### src/sv/solid_color_blend_composite_unit_defines.svh
// Assertion macros for the solid color blend composite unit.
// Included by the modules that check their own pipeline logic; no dependencies.
`ifndef SOLID_COLOR_BLEND_COMPOSITE_UNIT_DEFINES_SVH
`define SOLID_COLOR_BLEND_COMPOSITE_UNIT_DEFINES_SVH
`ifndef SYNTH
// property that must hold at every edge outside reset
`define SCB_ASSERT_HOLD(lbl, clk, rst_n, prop) \
    lbl: assert property (@(posedge clk) disable iff (!rst_n) prop) \
        else $error("scb assertion failed");
// condition in one cycle implies consequence in the next
`define SCB_ASSERT_NEXT(lbl, clk, rst_n, ante, cons) \
    lbl: assert property (@(posedge clk) disable iff (!rst_n) (ante) |=> (cons)) \
        else $error("scb assertion failed");
`else
`define SCB_ASSERT_HOLD(lbl, clk, rst_n, prop)
`define SCB_ASSERT_NEXT(lbl, clk, rst_n, ante, cons)
`endif
`endif

### src/sv/scb_pkg.sv
// Shared types, constants and arithmetic helpers for the solid color blend unit.
// No dependencies; imported by every module of the block.
package scb_pkg;

    localparam int unsigned CHAN_W   = 8;
    localparam int unsigned NUM_CH   = 3;
    localparam int unsigned Q_W      = 17;              // unsigned Q16, 0..1.0
    localparam logic [16:0] Q_ONE    = 17'h10000;
    localparam int unsigned PCT_MAX  = 100;
    localparam int unsigned M_W      = 16;              // 8x8 blend product
    localparam int unsigned B_W      = 25;              // blend value in Q16, up to 510.0
    localparam int unsigned CC_W     = 25;              // solid * opacity
    localparam int unsigned ACC_W    = 43;              // Q32 accumulator with rounding
    localparam int unsigned DIV_IN_W = 25;
    localparam int unsigned DIV_K    = 33;
    localparam logic [25:0] DIV_M    = 26'd33686019;    // ceil(2^33 / 255)

    // register map of the configuration port
    typedef enum logic [2:0] {
        REG_SOLID_RED   = 3'd0,
        REG_SOLID_GREEN = 3'd1,
        REG_SOLID_BLUE  = 3'd2,
        REG_SOURCE_OPA  = 3'd3,
        REG_SOLID_OPA   = 3'd4,
        REG_BLEND_MODE  = 3'd5
    } t_reg_idx;

    typedef enum logic [1:0] {
        MODE_NORMAL   = 2'd0,
        MODE_MULTIPLY = 2'd1,
        MODE_SCREEN   = 2'd2,
        MODE_ADD      = 2'd3
    } t_blend_mode;

    // live configuration, opacities already converted to Q16
    typedef struct packed {
        logic [NUM_CH-1:0][CHAN_W-1:0] solid;
        logic [Q_W-1:0]                so_q;
        logic [Q_W-1:0]                co_q;
        t_blend_mode                   mode;
    } t_cfg;

    // item leaving the front stages
    typedef struct packed {
        logic [NUM_CH-1:0][CHAN_W-1:0] pix;
        logic [Q_W-1:0]                sa;
        logic [NUM_CH-1:0][M_W-1:0]    m;
        logic [NUM_CH-1:0][CHAN_W-1:0] q;
    } t_front;

    // percent to Q16 lookup, saturating above 100
    typedef logic [Q_W-1:0] t_pct_tab [128];

    function automatic t_pct_tab build_pct_tab();
        t_pct_tab tab;
        int       p;
        for (int i = 0; i < 128; i++) begin
            p      = (i > PCT_MAX) ? PCT_MAX : i;
            tab[i] = Q_W'((p * 65536 + PCT_MAX / 2) / PCT_MAX);
        end
        return tab;
    endfunction

    localparam t_pct_tab PCT_Q16 = build_pct_tab();

    // floor(x / 255) by reciprocal multiply; exact for x below 255 * 2^17, where the quotient fits the result
    function automatic logic [Q_W-1:0] div255(input logic [DIV_IN_W-1:0] x);
        logic [50:0] prod;
        prod = 51'(x) * 51'(DIV_M);
        return prod[DIV_K+Q_W-1:DIV_K];
    endfunction

    // round half up from Q32 and clamp to 255
    function automatic logic [CHAN_W-1:0] round_q32(input logic [ACC_W-1:0] v);
        logic [ACC_W-1:0] s;
        logic [10:0]      r;
        s = v + ACC_W'(64'h8000_0000);
        r = s[ACC_W-1:32];
        return (r > 11'd255) ? 8'hFF : r[CHAN_W-1:0];
    endfunction

endpackage

### src/sv/scb_front.sv
// Front pipeline stages: source weight and the product terms of multiply/screen.
// Depends on scb_pkg and the assertion macro header.
`include "solid_color_blend_composite_unit_defines.svh"
module scb_front (
    input  logic                                    i_clk,
    input  logic                                    i_rst_n,
    input  scb_pkg::t_cfg                           i_cfg,
    input  logic                                    i_valid,
    output logic                                    o_ready,
    input  logic [3:0][scb_pkg::CHAN_W-1:0]         i_pix,   // red, green, blue, alpha
    output logic                                    o_valid,
    input  logic                                    i_ready,
    output scb_pkg::t_front                         o_data
);
    import scb_pkg::*;

    logic                          r_v1;
    logic [NUM_CH-1:0][CHAN_W-1:0] r_pix1;
    logic [DIV_IN_W-1:0]           r_sax1;
    logic [NUM_CH-1:0][M_W-1:0]    r_m1;

    logic                          r_v2;
    logic [NUM_CH-1:0][CHAN_W-1:0] r_pix2;
    logic [Q_W-1:0]                r_sa2;
    logic [NUM_CH-1:0][M_W-1:0]    r_m2;
    logic [NUM_CH-1:0][CHAN_W-1:0] r_q2;

    logic w_en1;
    logic w_en2;

    // a stage moves when it is empty or its successor moves
    assign w_en2   = !r_v2 || i_ready;
    assign w_en1   = !r_v1 || w_en2;
    assign o_ready = w_en1;
    assign o_valid = r_v2;

    always_ff @(posedge i_clk) begin
        if (!i_rst_n) begin
            r_v1 <= 1'b0;
            r_v2 <= 1'b0;
        end else begin
            if (w_en1) r_v1 <= i_valid;
            if (w_en2) r_v2 <= r_v1;
        end
    end

    // stage 1: alpha * source opacity, per-channel 8x8 products
    always_ff @(posedge i_clk) begin
        if (w_en1 && i_valid) begin
            r_pix1 <= i_pix[2:0];
            r_sax1 <= DIV_IN_W'(i_pix[3]) * DIV_IN_W'(i_cfg.so_q) + DIV_IN_W'(127);
            for (int c = 0; c < NUM_CH; c++) begin
                if (i_cfg.mode == MODE_SCREEN) begin
                    r_m1[c] <= M_W'(8'hFF - i_pix[c]) * M_W'(8'hFF - i_cfg.solid[c]);
                end else begin
                    r_m1[c] <= M_W'(i_pix[c]) * M_W'(i_cfg.solid[c]);
                end
            end
        end
    end

    // stage 2: divide by 255 via reciprocal
    always_ff @(posedge i_clk) begin
        if (w_en2 && r_v1) begin
            r_pix2 <= r_pix1;
            r_sa2  <= div255(r_sax1);
            r_m2   <= r_m1;
            for (int c = 0; c < NUM_CH; c++) begin
                r_q2[c] <= CHAN_W'(div255(DIV_IN_W'(r_m1[c]) + DIV_IN_W'(127)));
            end
        end
    end

    assign o_data.pix = r_pix2;
    assign o_data.sa  = r_sa2;
    assign o_data.m   = r_m2;
    assign o_data.q   = r_q2;

    `SCB_ASSERT_NEXT(a_front_hold, i_clk, i_rst_n, r_v2 && !i_ready, r_v2)
    `SCB_ASSERT_HOLD(a_sa_range, i_clk, i_rst_n, r_v2 |-> (r_sa2 <= Q_ONE))

endmodule

### config.mk
export PLATFORM = sky130hd
export DESIGN_NAME = scb_front
export DESIGN_NICKNAME = d
export VERILOG_FILES = /design/src/sv/scb_pkg.sv /design/src/sv/scb_front.sv
export VERILOG_INCLUDE_DIRS = /design/src /design/src/sv
export SDC_FILE = /design/constraint.sdc
export NUM_CORES = 2
export LEC_CHECK = 0
export ABC_AREA = 1
export BUFFER_PORTS_ARGS = -buffer_cell sky130_fd_sc_hd__buf_4
export CORE_UTILIZATION = 59
export DETAILED_ROUTE_END_ITERATION = 8
export GPL_TIMING_DRIVEN = 0
export PLACE_DENSITY = 0.86
export SLEW_MARGIN = 20
export SYNTH_ARGS = -nofsm -noshare
export SYNTH_HDL_FRONTEND = slang
export SYNTH_SLANG_ARGS = --single-unit
### constraint.sdc
create_clock -name i_clk -period 6 [get_ports i_clk]
set_clock_uncertainty 0.2 [all_clocks]
set_input_delay 0 -clock i_clk [delete_from_list [all_inputs] [get_ports i_clk]]
set_output_delay 0 -clock i_clk [all_outputs]
set_load 0.02 [all_outputs]
==> Implementation_results.wiki <==
{| class="wikitable"
! Metric !! Value
|-
| Area of the die || 0.0709 sq mm
|-
| Top area cells in the synthesized netlist || sky130_fd_sc_hd__ha_1 24%, sky130_fd_sc_hd__fa_1 19%, sky130_fd_sc_hd__edfxtp_1 15%, sky130_fd_sc_hd__nand2_1 13%, sky130_fd_sc_hd__inv_1 11%
|-
| Launch point of the worst hold path || i_pix[18]
|-
| Accumulated negative setup slack || 0 ns
|-
| Post-route DRC || 0
|-
| Ys async rst share || 0%
|-
| Register bit total from synthesis || 212
|-
| Initial cell density of the core || 59.9%
|-
| Slew Viols, Final || 0
|-
| Core Footprint || 0.0688 sq mm
|-
| First-pass GRT wire length || 176,000 um
|-
| Remaining global-route overflow || 0
|-
| Worst slew margin relative to its limit || 34.5%
|-
| Share of the clock period used by the worst path after layout || 93.3%
|-
| Avg Cell Area, Syn || 7.54 sq um
|-
| Share of final-layout standard cells stronger than drive strength 1 || 4.55%
|-
| Critical path origin || r_m1[16]
|-
| Cell type group with the largest total delay on the critical path || adder cells
|-
| Number of inserted filler cells in the final layout || 5,723
|-
| Vias in the first global route || 35,866
|-
| GR Util met2 || 53.3%
|-
| Initial antenna violation count || 2
|-
| Maximum number of pins on one net before global-route repair || 77
|-
| Number of clock sinks seen by CTS || 212
|-
| Later-pin clock latency in the skew report || 0.59 ns
|-
| Hold Path Class || input pin to flip-flop
|-
| Simple-Gate Fraction of Synth Area || 21.5%
|-
| Clock tree root buffer cell || sky130_fd_sc_hd__clkbuf_16
|-
| Overall routing resource usage || 31.0%
|-
| Run status || finished clean
|-
| Xor-xnor portion of the synthesized cell area || 1.59%
|-
| Cell accounting for the most synthesized area || sky130_fd_sc_hd__ha_1
|-
| Maximum fanout along the worst path || 5
|-
| Clock transition at path regs || 0.07 ns
|-
| Crit path max-delay cell type || sky130_fd_sc_hd__edfxtp_1
|-
| Main combinational cell family by area after synthesis || adder cells
|-
| Slowest stage delay, CP || 0.51 ns
|-
| Minimum clock period || 5.60 ns
|-
| Number of buffers inserted during clock tree synthesis || 27
|-
| Met1 capacity usage during global routing || 39.4%
|-
| Transition time of the tightest slew-check pin || 0.983 ns
|-
| Port Buf Inserts || 156
|-
| Post-synthesis mux area share || 0%
|-
| Average detailed-routed wire length per instance || 16.4 um
|-
| Busiest grt layer || met2
|-
| Synthesized net count || 6,744
|-
| Data required, critical path || 6.15 ns
|-
| Most instantiated library cell after synthesis || sky130_fd_sc_hd__nand2_1
|-
| Clock Path Buffers || 3
|-
| Category of the worst setup path launch point || flip-flop
|-
| Netlist cell types || 50
|-
| Antenna diodes || 0
|-
| Synth Cell Area || 0.0412 sq mm
|-
| Final hold vios || 0
|-
| Number of search-and-repair iterations in the first detailed-routing pass || 6
|-
| H-tree depth reported by CTS || 1
|-
| Area share of fa/ha/maj cells after synthesis || 42.8%
|-
| Worst r2r src || r_m1[16]
|-
| Cells after Synth || 5,469
|-
| Sequential cell area fraction in the yosys report || 15.4%
|-
| Prevailing post-synth register cell || sky130_fd_sc_hd__edfxtp_1
|-
| Area fraction of the dominant cell type after synthesis || 24.1%
|-
| Final weighted congestion in routability-driven placement || 1.01
|-
| GRT met3 Usage || 5.12%
|-
| Critical Path AT || 5.74 ns
|-
| Post-detailed-route count of antenna-violating nets || 0
|-
| Final-stage net count || 6,986
|-
| Number of top-level pins || 211
|-
| Most frequent cells after synthesis || 1,394 x sky130_fd_sc_hd__nand2_1, 1,259 x sky130_fd_sc_hd__inv_1, 793 x sky130_fd_sc_hd__ha_1, 430 x sky130_fd_sc_hd__nor2_1, 386 x sky130_fd_sc_hd__fa_1
|-
| Total of endpoints with negative setup slack in the final report || 0
|-
| X dimension of the die || 266 um
|-
| Endpoint class of the critical path || flip-flop
|-
| Routed via count || 36,192
|-
| Half-perimeter wire length of the detailed placement result || 91,700 um
|-
| Vias per cell || 5.43
|-
| Setup repair after global routing missed its margin || no
|-
| Violation count after the first detailed-routing iteration || 2,840
|-
| Complex-gate fraction of the synthesized area || 6.28%
|-
| TritonCTS clock tree || yes
|-
| Die H || 266 um
|-
| EDFF count, synth || 210
|-
| YS warnings || 0
|-
| Crit Path Category || flip-flop to flip-flop
|-
| Maximum frequency from static timing analysis || 179 MHz
|-
| Worst path most repeated cell || sky130_fd_sc_hd__nand2_1
|-
| Post-Route WL || 109,000 um
|-
| Max cap viols || 0
|-
| WP buf/inv || 4
|-
| Placement row count || 96
|-
| Area growth from synthesis to final layout || 9.51%
|}
-- kinds of logic (layout without fill, tap and decap cells) --
group           Yosys count  after routing
fa+ha+maj              1179           1179
compound gates          467            467
flops                   212            212
simple gates           2182           2182
buf+inv                1362           1625
xor+xnor                 67             67
-- cell type report --
| type | instances | area (sq um) | share of cell area [%] |
|---|---|---|---|
| Clock buffer | 33 | 728 | 1.61 |
| Tap cell | 931 | 1160 | 2.58 |
| Buffer | 97 | 367 | 0.812 |
| Multi-Input combinational cell | 3895 | 29800 | 66.0 |
| Sequential cell | 212 | 6350 | 14.1 |
| Clock inverter | 17 | 146 | 0.324 |
| Inverter | 1265 | 4750 | 10.5 |
| Timing Repair Buffer | 213 | 1850 | 4.09 |
-- metal layers --
layer / part of all wire [%] / vias to the layer above
met3: 8.2 / 262
met2: 47 / 1425
met4: 3.6 / 4
li1: - / 17553
met5: 0.031 / -
met1: 41 / 16948
-- placed cells by master (no fill, tap or decap), types with 8 or more instances in the layout --
master / n
sky130_fd_sc_hd__a21o_1: 30
sky130_fd_sc_hd__a21oi_1: 222
sky130_fd_sc_hd__a31oi_1: 9
sky130_fd_sc_hd__buf_4: 158
sky130_fd_sc_hd__clkbuf_1: 98
sky130_fd_sc_hd__clkbuf_16: 27
sky130_fd_sc_hd__dlygate4sd3_1: 48
sky130_fd_sc_hd__edfxtp_1: 210
sky130_fd_sc_hd__fa_1: 386
sky130_fd_sc_hd__ha_1: 793
sky130_fd_sc_hd__inv_1: 1258
sky130_fd_sc_hd__nand2_1: 1394
sky130_fd_sc_hd__nand3_1: 187
sky130_fd_sc_hd__nand3b_1: 8
sky130_fd_sc_hd__nand4_1: 58
sky130_fd_sc_hd__nor2_1: 430
sky130_fd_sc_hd__nor3_1: 55
sky130_fd_sc_hd__nor4_1: 10
sky130_fd_sc_hd__o21ai_0: 139
sky130_fd_sc_hd__o21bai_1: 34
sky130_fd_sc_hd__xnor2_1: 14
sky130_fd_sc_hd__xor2_1: 45
-- worst register-to-register path, cell delays in order (launching register included) --
cell	delay, ns
sky130_fd_sc_hd__edfxtp_1	0.51
sky130_fd_sc_hd__inv_1	0.31
sky130_fd_sc_hd__ha_1	0.22
sky130_fd_sc_hd__nand2_1	0.14
sky130_fd_sc_hd__nor2_2	0.23
sky130_fd_sc_hd__inv_1	0.08
sky130_fd_sc_hd__nand3_1	0.09
sky130_fd_sc_hd__nand2_2	0.08
sky130_fd_sc_hd__xor2_1	0.33
sky130_fd_sc_hd__ha_1	0.33
sky130_fd_sc_hd__ha_1	0.18
sky130_fd_sc_hd__inv_1	0.05
sky130_fd_sc_hd__fa_1	0.44
sky130_fd_sc_hd__fa_1	0.51
sky130_fd_sc_hd__inv_1	0.04
sky130_fd_sc_hd__ha_1	0.28
sky130_fd_sc_hd__ha_1	0.31
sky130_fd_sc_hd__nand2_1	0.11
sky130_fd_sc_hd__nor2_1	0.20
sky130_fd_sc_hd__nand2_1	0.09
sky130_fd_sc_hd__nor2_1	0.12
sky130_fd_sc_hd__nand3b_1	0.09
sky130_fd_sc_hd__nand3_1	0.20
sky130_fd_sc_hd__nand2_1	0.10
sky130_fd_sc_hd__nand2_1	0.07
sky130_fd_sc_hd__nand2_1	0.05
-- through the flow --
stage / util, % / hold slack [ns] / worst slack, ns / cell area [sq um] / instances
final: 65.6 / 0.0203 / 0.402 / 45100 / 6663
after global routing: 65.6 / 0.00764 / 0.0619 / 45100 / 6663
after CTS: 65.5 / 0.0000444 / 0.152 / 45100 / 6661
after detailed placement: 63.6 / 0.00536 / 0.161 / 43700 / 6563
after global placement: 63.3 / 0.00241 / 0.0817 / 43600 / 6556
after floorplan: - / -0.101 / 1.35 / 41200 / 5469
-- path summary, 6_finish.rpt --
path | cells after the start | endpoint | slack, ns
setup / recovery | 25 | o_data[14] | 0.40
hold / removal | 2 | r_pix1[18] | 0.02
setup reg to reg | 25 | o_data[14] | 0.40
hold reg to reg | 0 | o_data[95] | 0.22
-- sequential cells by signal, indices dropped and copies added, names as in the netlist --
register,flops
o_data,96
r_sa2,17
r_v1,1
o_valid,1
r_sax1,25
r_pix1,24
r_m1,48
-- what timing repair did --
action | CTS | global route
setup buffers | 0 | 2
endpoints found under the setup margin | 0 | 9
hold endpoints to repair | 70 | 0
resized for setup | 0 | 2
hold buffers | 48 | 0
Power is not shown: default switching activity piles up to over one toggle a cycle in this logic, so the estimate is an artifact.
