[src/sv/solid_color_blend_composite_unit_defines.svh]
// Assertion macros for the solid color blend composite unit.
// Included by the modules that check their own pipeline logic; no dependencies.
`ifndef SOLID_COLOR_BLEND_COMPOSITE_UNIT_DEFINES_SVH
`define SOLID_COLOR_BLEND_COMPOSITE_UNIT_DEFINES_SVH
`ifndef SYNTH
// property that must hold at every edge outside reset
`define SCB_ASSERT_HOLD(lbl, clk, rst_n, prop) \
    lbl: assert property (@(posedge clk) disable iff (!rst_n) prop) \
        else $error("scb assertion failed");
// condition in one cycle implies consequence in the next
`define SCB_ASSERT_NEXT(lbl, clk, rst_n, ante, cons) \
    lbl: assert property (@(posedge clk) disable iff (!rst_n) (ante) |=> (cons)) \
        else $error("scb assertion failed");
`else
`define SCB_ASSERT_HOLD(lbl, clk, rst_n, prop)
`define SCB_ASSERT_NEXT(lbl, clk, rst_n, ante, cons)
`endif
`endif

[src/sv/scb_pkg.sv]
// Shared types, constants and arithmetic helpers for the solid color blend unit.
// No dependencies; imported by every module of the block.
package scb_pkg;

    localparam int unsigned CHAN_W   = 8;
    localparam int unsigned NUM_CH   = 3;
    localparam int unsigned Q_W      = 17;              // unsigned Q16, 0..1.0
    localparam logic [16:0] Q_ONE    = 17'h10000;
    localparam int unsigned PCT_MAX  = 100;
    localparam int unsigned M_W      = 16;              // 8x8 blend product
    localparam int unsigned B_W      = 25;              // blend value in Q16, up to 510.0
    localparam int unsigned CC_W     = 25;              // solid * opacity
    localparam int unsigned ACC_W    = 43;              // Q32 accumulator with rounding
    localparam int unsigned DIV_IN_W = 25;
    localparam int unsigned DIV_K    = 33;
    localparam logic [25:0] DIV_M    = 26'd33686019;    // ceil(2^33 / 255)

    // register map of the configuration port
    typedef enum logic [2:0] {
        REG_SOLID_RED   = 3'd0,
        REG_SOLID_GREEN = 3'd1,
        REG_SOLID_BLUE  = 3'd2,
        REG_SOURCE_OPA  = 3'd3,
        REG_SOLID_OPA   = 3'd4,
        REG_BLEND_MODE  = 3'd5
    } t_reg_idx;

    typedef enum logic [1:0] {
        MODE_NORMAL   = 2'd0,
        MODE_MULTIPLY = 2'd1,
        MODE_SCREEN   = 2'd2,
        MODE_ADD      = 2'd3
    } t_blend_mode;

    // live configuration, opacities already converted to Q16
    typedef struct packed {
        logic [NUM_CH-1:0][CHAN_W-1:0] solid;
        logic [Q_W-1:0]                so_q;
        logic [Q_W-1:0]                co_q;
        t_blend_mode                   mode;
    } t_cfg;

    // item leaving the front stages
    typedef struct packed {
        logic [NUM_CH-1:0][CHAN_W-1:0] pix;
        logic [Q_W-1:0]                sa;
        logic [NUM_CH-1:0][M_W-1:0]    m;
        logic [NUM_CH-1:0][CHAN_W-1:0] q;
    } t_front;

    // percent to Q16 lookup, saturating above 100
    typedef logic [Q_W-1:0] t_pct_tab [128];

    function automatic t_pct_tab build_pct_tab();
        t_pct_tab tab;
        int       p;
        for (int i = 0; i < 128; i++) begin
            p      = (i > PCT_MAX) ? PCT_MAX : i;
            tab[i] = Q_W'((p * 65536 + PCT_MAX / 2) / PCT_MAX);
        end
        return tab;
    endfunction

    localparam t_pct_tab PCT_Q16 = build_pct_tab();

    // floor(x / 255) by reciprocal multiply; exact for x below 255 * 2^17, where the quotient fits the result
    function automatic logic [Q_W-1:0] div255(input logic [DIV_IN_W-1:0] x);
        logic [50:0] prod;
        prod = 51'(x) * 51'(DIV_M);
        return prod[DIV_K+Q_W-1:DIV_K];
    endfunction

    // round half up from Q32 and clamp to 255
    function automatic logic [CHAN_W-1:0] round_q32(input logic [ACC_W-1:0] v);
        logic [ACC_W-1:0] s;
        logic [10:0]      r;
        s = v + ACC_W'(64'h8000_0000);
        r = s[ACC_W-1:32];
        return (r > 11'd255) ? 8'hFF : r[CHAN_W-1:0];
    endfunction

endpackage

[src/sv/scb_cfg.sv]
// Configuration register file: solid color, opacities (stored as Q16) and blend mode.
// Depends on scb_pkg.
module scb_cfg (
    input  logic          i_clk,
    input  logic          i_rst_n,
    input  logic          i_cfg_valid,
    output logic          o_cfg_ready,
    input  logic [2:0]    i_cfg_index,
    input  logic [7:0]    i_cfg_data,
    output scb_pkg::t_cfg o_cfg
);
    import scb_pkg::*;

    t_cfg r_cfg;
    t_cfg n_cfg;

    // writes are always taken
    assign o_cfg_ready = 1'b1;
    assign o_cfg       = r_cfg;

    // decode one register write
    always_comb begin
        n_cfg = r_cfg;
        if (i_cfg_valid) begin
            case (t_reg_idx'(i_cfg_index))
                REG_SOLID_RED:   n_cfg.solid[0] = i_cfg_data;
                REG_SOLID_GREEN: n_cfg.solid[1] = i_cfg_data;
                REG_SOLID_BLUE:  n_cfg.solid[2] = i_cfg_data;
                REG_SOURCE_OPA:  n_cfg.so_q     = PCT_Q16[i_cfg_data[6:0]];
                REG_SOLID_OPA:   n_cfg.co_q     = PCT_Q16[i_cfg_data[6:0]];
                REG_BLEND_MODE:  n_cfg.mode     = t_blend_mode'(i_cfg_data[1:0]);
                default:         n_cfg          = r_cfg;
            endcase
        end
    end

    always_ff @(posedge i_clk) begin
        if (!i_rst_n) begin
            r_cfg.solid <= '0;
            r_cfg.so_q  <= Q_ONE;
            r_cfg.co_q  <= Q_ONE;
            r_cfg.mode  <= MODE_NORMAL;
        end else begin
            r_cfg <= n_cfg;
        end
    end

endmodule

[config.mk]
export PLATFORM = sky130hd
export DESIGN_NAME = scb_cfg
export DESIGN_NICKNAME = d
export VERILOG_FILES = /design/src/sv/solid_color_blend_composite_unit_defines.svh /design/src/sv/scb_pkg.sv /design/src/sv/scb_cfg.sv
export SDC_FILE = /design/constraint.sdc
export NUM_CORES = 1
export LEC_CHECK = 0
export BUFFER_PORTS_ARGS = -buffer_cell sky130_fd_sc_hd__buf_2
export CORE_MARGIN = 1.5
export CORE_UTILIZATION = 37
export CTS_BUF_LIST = sky130_fd_sc_hd__clkbuf_8 sky130_fd_sc_hd__clkbuf_16
export CTS_CLUSTER_SIZE = 24
export DETAILED_ROUTE_END_ITERATION = 8
export SLEW_MARGIN = 15
export SYNTH_ARGS = -nofsm -noshare
export SYNTH_HDL_FRONTEND = slang
export SYNTH_SLANG_ARGS = --single-unit
[constraint.sdc]
create_clock -name i_clk -period 5.5 [get_ports i_clk]
set_input_delay 1.1 -clock i_clk [delete_from_list [all_inputs] [get_ports i_clk]]
set_output_delay 1.1 -clock i_clk [all_outputs]
set_load 0.005 [all_outputs]
==> results.yml, run 1 <==
synth:
  syn_inst: 568
  yosys.cell_types.count: 65
  ys_top_cells_by_count: "nand2_1 (81), dfxtp_1 (60), a21oi_1 (55)"
  synth_seq_area_share_pct: 28.4
  synth.most_common_cell: "nand2_1"
  synth_fp_nets: 596
  yosys.area.top_type: "dfxtp_1"
  async_reset_ff_share_pct: 0
  yosys.area.top_type_share_pct: 28.4
  syn_area_per_cell_um2: 7.45
  synth_edf_count: 0
  synth_top_flop_cell: "dfxtp_1"
  syn-cell-area_um2: 4230
  ys_top_cells_by_area: "dfxtp_1 (28%), nand2_1 (7.2%), a21oi_1 (6.5%), o21ai_0 (6.0%), ha_1 (4.1%)"
  yosys_warnings: 0
  synth_seq_cells: 60
clock_network:
  clock_latency_ps: 330
  cts.repair.resized: 0
  cts.sinks: 60
  htreeDepth: 3
  ctsHoldBuffers: 0
  postCtsSetupRepairBufs: 0
  cts_tree: "yes"
  clockBufferDepth: 2
  cts-root-buf: "clkbuf_16"
  cts_buffers: 9
  clk_pin_slew_worst_paths_ps: 50
layout:
  largest_register_ffs: 60
  drive_gt1_share_pct: 17.6
  area_growth_pct: 15.1
  diodes: 0
  final_nets: 627
min_path:
  hold_path_class: "reg -> reg"
global_route:
  grt_max_degree: 63
  antenna_found_initial: 0
  overflow: 0
  grtUsageTotal_pct: 23.3
  grt_pass1_vias: 4181
  grt_pass1_wl_um: 21400
sta:
  period_share_pct: 64.6
  maxSlewHeadroom_pct: 41.6
  hold_viol: 0
  final_max_slew_viol_count: 0
  clock.fmax_mhz: 281
  setup-violations-final: 0
  rsz0062_at_grt: "no"
  skew_ps: 0
  finalSetupTns_ps: 0
  worst-slew-pin-transition_ps: 876
  period_minus_slack_ps: 3560
setup_path:
  arrival_ps: 3820
  critPathMaxFanout: 22
  criticalPathCategory: "in -> reg"
  crit_required_ps: 5760
  end_kind: "flop"
  startpoint_type: "primary input"
placed_design:
  dpl.hpwl_um: 9340
  portBuffers: 73
  place.gp.congestion: 0.885
drt:
  finalWirelength_um: 13800
  drcViolationCount: 0
  drt.antenna.violating_nets: 0
  dr.pass1.iters: 5
  vias: 4482
  avgRoutedWirePerCell_um: 18.5
  drt_iter0_markers: 466
  vias_per_cell: 6.03
floorplanning:
  fp.dieH_um: 110
  die-area_um2: 12100
  fp-row-count: 38
  initial_core_util_pct: 38.5
  die_x_um: 110
  coreArea_um2: 11000
  io_pins: 75
outcome:
  outcome: "complete, no violations"
power:
  p_total_uw: 1310
  ir_worst_vdd_mv: 0.261
  power_density_nw_per_um2: 270
  leakagePower_uw: 0.00201
flow_run:
  drv_cap: 0
[metal layers]
layer	part of all wire [%]	vias up	track usage (%)
li1	-	2122	-
met3	7.7	34	5.33
met2	45	221	36.4
met4	3.0	0	12.1
met1	44	2105	29.9
met5	0	-	0
[critical path: stages]
cell,delay [ps]
buf_2,370
inv_1,290
ha_1,710
and2b_1,260
a21oi_1,50
mux4_2,480
a221oi_2,270
a311oi_1,90
a21oi_1,190
[kinds of logic (layout without fill, tap and decap cells)]
| group | after synthesis | after routing | share of synthesized area [%] |
|---|---|---|---|
| DFF | 60 | 60 | 28.4 |
| muxes | 21 | 21 | 6.45 |
| other | 1 | 1 | 0.0887 |
| and+or+nand+nor | 185 | 185 | 20.0 |
| buffers and inverters | 67 | 102 | 6.92 |
| adders and majority gates | 15 | 15 | 4.38 |
| AOI/OAI and AO/OA | 215 | 215 | 32.9 |
| xor gates and xnor gates | 4 | 4 | 0.829 |
[cells in the final DEF, fill, tap and decap left out, types with 3 or more instances in the layout]
cell type | netlist | layout
a211oi_1 | 8 | 8
a21boi_0 | 17 | 17
a21o_1 | 3 | 3
a21oi_1 | 55 | 55
a221oi_1 | 5 | 5
a311oi_1 | 4 | 4
a31oi_1 | 12 | 12
a32oi_1 | 3 | 3
and2_1 | 6 | 6
buf_2 | 21 | 73
buf_4 | 4 | 3
clkbuf_16 | 0 | 9
dfxtp_1 | 60 | 60
ha_1 | 14 | 14
inv_1 | 8 | 8
mux2i_1 | 16 | 16
mux4_2 | 5 | 5
nand2_1 | 81 | 81
nand2b_1 | 11 | 11
nand3_1 | 15 | 15
nor2_1 | 37 | 37
nor2b_1 | 17 | 17
nor3_1 | 6 | 6
o211a_1 | 3 | 3
o211ai_1 | 6 | 6
o21a_1 | 4 | 4
o21ai_0 | 51 | 51
o21ai_1 | 7 | 7
o311ai_0 | 3 | 3
o31a_1 | 3 | 3
o31ai_1 | 4 | 4
xor2_1 | 3 | 3
[through the flow]
| step | util, % | area, um^2 | setup WS [ps] | instances | hold WS (ps) |
|---|---|---|---|---|---|
| after floorplan | - | 4230 | 2390 | 568 | 451 |
| after detailed placement | 41.3 | 4540 | 1670 | 728 | 448 |
| after global placement | 41.3 | 4540 | 1720 | 728 | 442 |
| after CTS | 44.3 | 4870 | 1990 | 743 | 456 |
| after global routing | 44.3 | 4870 | 1800 | 743 | 473 |
| final | 44.3 | 4870 | 1940 | 743 | 452 |
[area by class of cell]
| class | count | area, um^2 |
|---|---|---|
| Timing Repair Buffer | 76 | 388 |
| Clock inverter | 4 | 72.6 |
| Fill cell | 1080 | 6120 |
| Sequential cell | 60 | 1200 |
| Multi-Input combinational cell | 441 | 2740 |
| Inverter | 11 | 41.3 |
| Tap cell | 140 | 175 |
| Clock buffer | 11 | 253 |
[report_power, final]
part           internal, uW  switching (uW)
registers               448            5.91
clock network           417             192
logic                  89.3             161
[path summary, 6_finish.rpt]
check                                    from   endpoint  slack [ps]  depth (start not counted)
worst min-delay path                o_cfg[24]  o_cfg[24]         450                          2
worst max-delay path            i_cfg_data[1]  o_cfg[28]        1940                          9
worst min register to register      o_cfg[24]  o_cfg[24]         450                          2
worst max register to register      o_cfg[33]  o_cfg[33]        4780                          3
No activity file was read; power rests on OpenSTA's default activity.
==> inputs of run 2 (changes only) <==
clock period = 3.5 ns   (was 5.5 ns; I/O delays follow)
==> run 2 against run 1 <==
Total power increased by 51%. Critical path type unchanged. Final area increased by 2.0%. First-iteration DRC count increased by 9.0%. Core utilization increased by 0.89 points.
==> results.yml, run 2 (same netlist as run 1, synthesis figures left out) <==
outcome:
  outcome: "complete, no violations"
clock_network:
  clock_latency_ps: 320
  clockBufferDepth: 2
  clk_pin_slew_worst_paths_ps: 60
  cts.sinks: 60
  cts_tree: "yes"
  ctsHoldBuffers: 0
  postCtsSetupRepairBufs: 0
  htreeDepth: 3
  cts-root-buf: "clkbuf_16"
  cts_buffers: 9
  cts.repair.resized: 0
setup_path:
  r2r_end: "o_cfg[33]"
  criticalPathCategory: "in -> reg"
  rrSetupSlack_ps: 2770
  setup.worst_path.end: "o_cfg[19]"
  startpoint_type: "primary input"
  critPathMaxFanout: 15
  r2r_cells: 3
  end_kind: "flop"
  arrival_ps: 2820
  crit_required_ps: 3660
  startpoint: "i_cfg_data[1]"
  rr_startpoint: "o_cfg[33]"
power:
  p_total_uw: 1980
  leakagePower_uw: 0.00207
  power_density_nw_per_um2: 399
  ir_worst_vdd_mv: 0.257
floorplanning:
  initial_core_util_pct: 38.5
  fp-row-count: 38
  fp.dieH_um: 110
  io_pins: 75
  coreArea_um2: 11000
  die-area_um2: 12100
  die_x_um: 110
layout:
  diodes: 0
  mostFrequentLayoutCell: "nand2_1"
  stdcell_area_um2: 4960
  area_growth_pct: 17.4
  final_nets: 641
  mostFrequentLayoutCells: "nand2_1 (81), buf_2 (73), dfxtp_1 (60)"
  largest_register_ffs: 60
  drive_gt1_share_pct: 19.4
  nFillCells: 1099
  utilization_pct: 45.2
placed_design:
  place_area_um2: 4670
  portBuffers: 73
  dpl.hpwl_um: 9760
  place.gp.congestion: 0.960
  preCtsSetupSlack_ps: 537
global_route:
  overflow: 0
  grt_pass1_wl_um: 22600
  grt_pass1_vias: 4372
  grt_max_degree: 67
  antenna_found_initial: 0
  grtUsageTotal_pct: 24.2
sta:
  setup-violations-final: 0
  period_minus_slack_ps: 2660
  finalSetupTns_ps: 0
  hold_viol: 0
  worst_slack_ps: 841
  rsz0062_at_grt: "no"
  final_max_slew_viol_count: 0
  clock.fmax_mhz: 376
  maxSlewHeadroom_pct: 40.0
  skew_ps: 0
  period_share_pct: 76.0
  worst-slew-pin-transition_ps: 900
drt:
  drt.antenna.violating_nets: 0
  finalWirelength_um: 14200
  drt_iter0_markers: 508
  vias_per_cell: 6.01
  drcViolationCount: 0
  vias: 4554
  dr.pass1.iters: 4
  avgRoutedWirePerCell_um: 18.8
min_path:
  hold_path_class: "reg -> reg"
flow_run:
  drv_cap: 0
[run 2: cell count changes in the layout (fill, tap and decap cells not counted), sizes merged]
cell and delta:
clkbuf -2, buf +14, clkinv +1, bufinv -1
clkinvlp +1, inv +2
[run 2: where the power goes]
part	leakage, uW	switching (uW)	total [uW]	internal, uW
clock network	0.000143	309	856	547
logic	0.00144	261	414	154
registers	0.000486	9.09	712	703
total	0.00207	578	1980	1400
[run 2: layout make-up]
type	count	area [um^2]	share of cell area, %
Timing Repair Buffer	90	518	10.4
Sequential cell	60	1200	24.2
Clock buffer	9	225	4.54
Inverter	11	41.3	0.832
Multi-Input combinational cell	441	2740	55.1
Tap cell	140	175	3.53
Clock inverter	7	67.6	1.36
[run 2: worst max-delay path, stage by stage]
cell and delay (ps):
buf_2 300, inv_1 190, ha_1 370, buf_4 210, xor2_1 170, nor2_1 130
a21oi_1 50, a221oi_1 340, a2bb2oi_1 260, a31oi_1 110
[run 2: how the worst min path moves through the flow]
stage	startpoint	endpoint	slack [ps]	cells past startpoint
after global routing	o_cfg[7]	o_cfg[7]	480	2
after floorplan	o_cfg[24]	o_cfg[24]	450	2
final	o_cfg[7]	o_cfg[7]	450	2
after CTS	o_cfg[7]	o_cfg[7]	450	2
after detailed placement	o_cfg[7]	o_cfg[7]	450	2
after global placement	o_cfg[7]	o_cfg[7]	440	2
[run 2: layer usage]
| layer | up-vias | share of wire, % | track usage [%] |
|---|---|---|---|
| met3 | 47 | 9.3 | 4.92 |
| met1 | 2119 | 42 | 31.3 |
| met4 | 0 | 3.5 | 12.6 |
| met2 | 243 | 45 | 38.0 |
| li1 | 2145 | - | - |
| met5 | - | 0 | 0 |
[run 2: per-stage QoR]
| step | hold WS (ps) | std cells |
|---|---|---|
| after floorplan | 451 | 568 |
| after global placement | 442 | 742 |
| after detailed placement | 445 | 742 |
| after CTS | 453 | 758 |
| after global routing | 476 | 758 |
| final | 450 | 758 |
==> inputs of run 3 (changes only) <==
ABC_AREA = 1   (was default)
clock period = 2.5 ns   (was 3.5 ns; I/O delays follow)
==> run 3 against run 2 <==
Final area is 2.4% lower. Combinational power up 35%. Largest power group is now registers. Global-route usage grew 2.5 points. Critical path type unchanged. Largest cell class unchanged.
==> results.yml, run 3 <==
drt:
  drcViolationCount: 0
  drt.antenna.violating_nets: 0
  dr.pass1.iters: 7
  vias_per_cell: 5.28
  finalWirelength_um: 14600
  vias: 4737
  avgRoutedWirePerCell_um: 16.2
  drt_iter0_markers: 511
setup_path:
  startpoint_type: "primary input"
  arrival_ps: 2320
  critPathMaxFanout: 8
  crit_required_ps: 2730
  criticalPathCategory: "in -> reg"
  r2r_end: "o_cfg[33]"
  rrSetupSlack_ps: 1760
  end_kind: "flop"
  rr_startpoint: "o_cfg[33]"
  startpoint: "i_cfg_data[1]"
  r2r_cells: 3
min_path:
  hold_start: "i_cfg_data[7]"
  hold_path_depth: 3
  holdPathEnd: "o_cfg[59]"
  hold_path_class: "in -> reg"
layout:
  utilization_pct: 45.1
  mostFrequentLayoutCells: "nand2_1 (195), nand3_1 (83), buf_2 (73)"
  mostFrequentLayoutCell: "nand2_1"
  regArea_um2: 1200
  largest_register_ffs: 60
  drive_gt1_share_pct: 17.2
  diodes: 0
  multiInputGateArea_um2: 2400
  final_nets: 781
  area_growth_pct: 19.7
  nFillCells: 1184
power:
  ir_worst_vdd_mv: 0.332
  power_density_nw_per_um2: 505
  leakagePower_uw: 0.00266
  p_total_uw: 2450
floorplanning:
  die_x_um: 108
  coreArea_um2: 10700
  fp.dieH_um: 108
  die-area_um2: 11600
  initial_core_util_pct: 37.7
  io_pins: 75
  fp-row-count: 38
sta:
  period_minus_slack_ps: 2090
  maxSlewHeadroom_pct: 62.1
  setup-violations-final: 0
  finalSetupTns_ps: 0
  clock.fmax_mhz: 478
  rsz0062_at_grt: "no"
  hold_viol: 0
  skew_ps: 0
  worst_slack_ps: 407
  period_share_pct: 83.7
  final_max_slew_viol_count: 0
  worst-slew-pin-transition_ps: 567
synth:
  async_reset_ff_share_pct: 0
  syn_inst: 676
  synth_top_flop_cell: "dfxtp_1"
  yosys.area.top_type: "dfxtp_1"
  yosys.cell_types.count: 30
  syn_area_per_cell_um2: 5.99
  yosys_warnings: 0
  ys_top_cells_by_area: "dfxtp_1 (30%), nand2_1 (18%), nand3_1 (10%), o21ai_0 (7.0%), a21oi_1 (6.2%)"
  synth_seq_cells: 60
  yosys.area.top_type_share_pct: 29.7
  synth.most_common_cell: "nand2_1"
  synth_seq_area_share_pct: 29.7
  synth_edf_count: 0
  syn-cell-area_um2: 4050
  ys_top_cells_by_count: "nand2_1 (195), nand3_1 (83), nor2_1 (66)"
  synth_fp_nets: 704
clock_network:
  clock_latency_ps: 340
  cts-root-buf: "clkbuf_8"
  clockBufferDepth: 2
  clk_pin_slew_worst_paths_ps: 80
  ctsHoldBuffers: 0
  cts.repair.resized: 0
  htreeDepth: 3
  postCtsSetupRepairBufs: 0
  cts_tree: "yes"
  cts.sinks: 60
  cts_buffers: 9
global_route:
  grtUsageTotal_pct: 26.7
  grt_pass1_vias: 4704
  grt_pass1_wl_um: 24000
  overflow: 0
  antenna_found_initial: 0
  grt_max_degree: 32
placed_design:
  place.gp.congestion: 0.951
  preCtsSetupSlack_ps: 81.5
  portBuffers: 73
  dpl.hpwl_um: 10800
flow_run:
  drv_cap: 0
outcome:
  outcome: "complete, no violations"
run 3: through the flow:
step / cells / cell area (um^2) / hold WS, ps
2_1_floorplan: 676 / 4050 / 458
3_3_place_gp: 882 / 4650 / 457
3_5_place_dp: 882 / 4650 / 463
4_1_cts: 898 / 4850 / 411
5_1_grt: 898 / 4850 / 414
6_report: 898 / 4850 / 421
run 3: where the power goes:
| part | leakage (uW) | internal (uW) | total (uW) | switching [uW] |
|---|---|---|---|---|
| Combinational | 0.00207 | 189 | 560 | 371 |
| Clock | 0.0000968 | 456 | 879 | 423 |
| Sequential | 0.000488 | 989 | 1010 | 17.1 |
run 3: critical path, cell delays in order:
cell      delay, ps
buf_2            90
clkinv_1        220
ha_1            570
inv_1           130
nor2_1          210
o22ai_1         120
o21ai_0         230
buf_4           190
a21oi_1          60
run 3: cell type report:
cell class                 count  area share (%)
clock buffer                   9            2.56
clock inverter                 7            1.39
inverter                      70            5.42
multi-input combinational    508            49.6
sequential                    60            24.8
tap                          140            3.61
timing repair buffer         104            12.6
run 3: how the worst max path moves through the flow:
| stage | slack (ps) | end | depth (start not counted) |
|---|---|---|---|
| 3_3_place_gp | 120 | o_cfg[7] | 9 |
| 4_1_cts | 430 | o_cfg[7] | 9 |
| 5_1_grt | 170 | o_cfg[29] | 14 |
| 3_5_place_dp | 80 | o_cfg[7] | 9 |
| 2_1_floorplan | 330 | o_cfg[2] | 12 |
| 6_report | 410 | o_cfg[7] | 9 |
run 3: metal layers:
metal | track usage (%) | routed length [um] | vias up
li1 | - | - | 2327
met1 | 33.8 | 6320 | 2180
met2 | 44.8 | 6880 | 204
met3 | 4.96 | 1020 | 26
met4 | 10.3 | 367 | 0
met5 | 0 | 0 | -
run 3: logic make-up after synthesis:
logic type	count (synthesis)	synth area share [%]
AO/OA/AOI/OAI	132	17.8
AND/OR/NAND/NOR	361	37.0
flip-flops	60	29.7
adder cells (fa/ha/maj)	14	4.33
buffers and inverters	108	11.1
other	1	0.0926
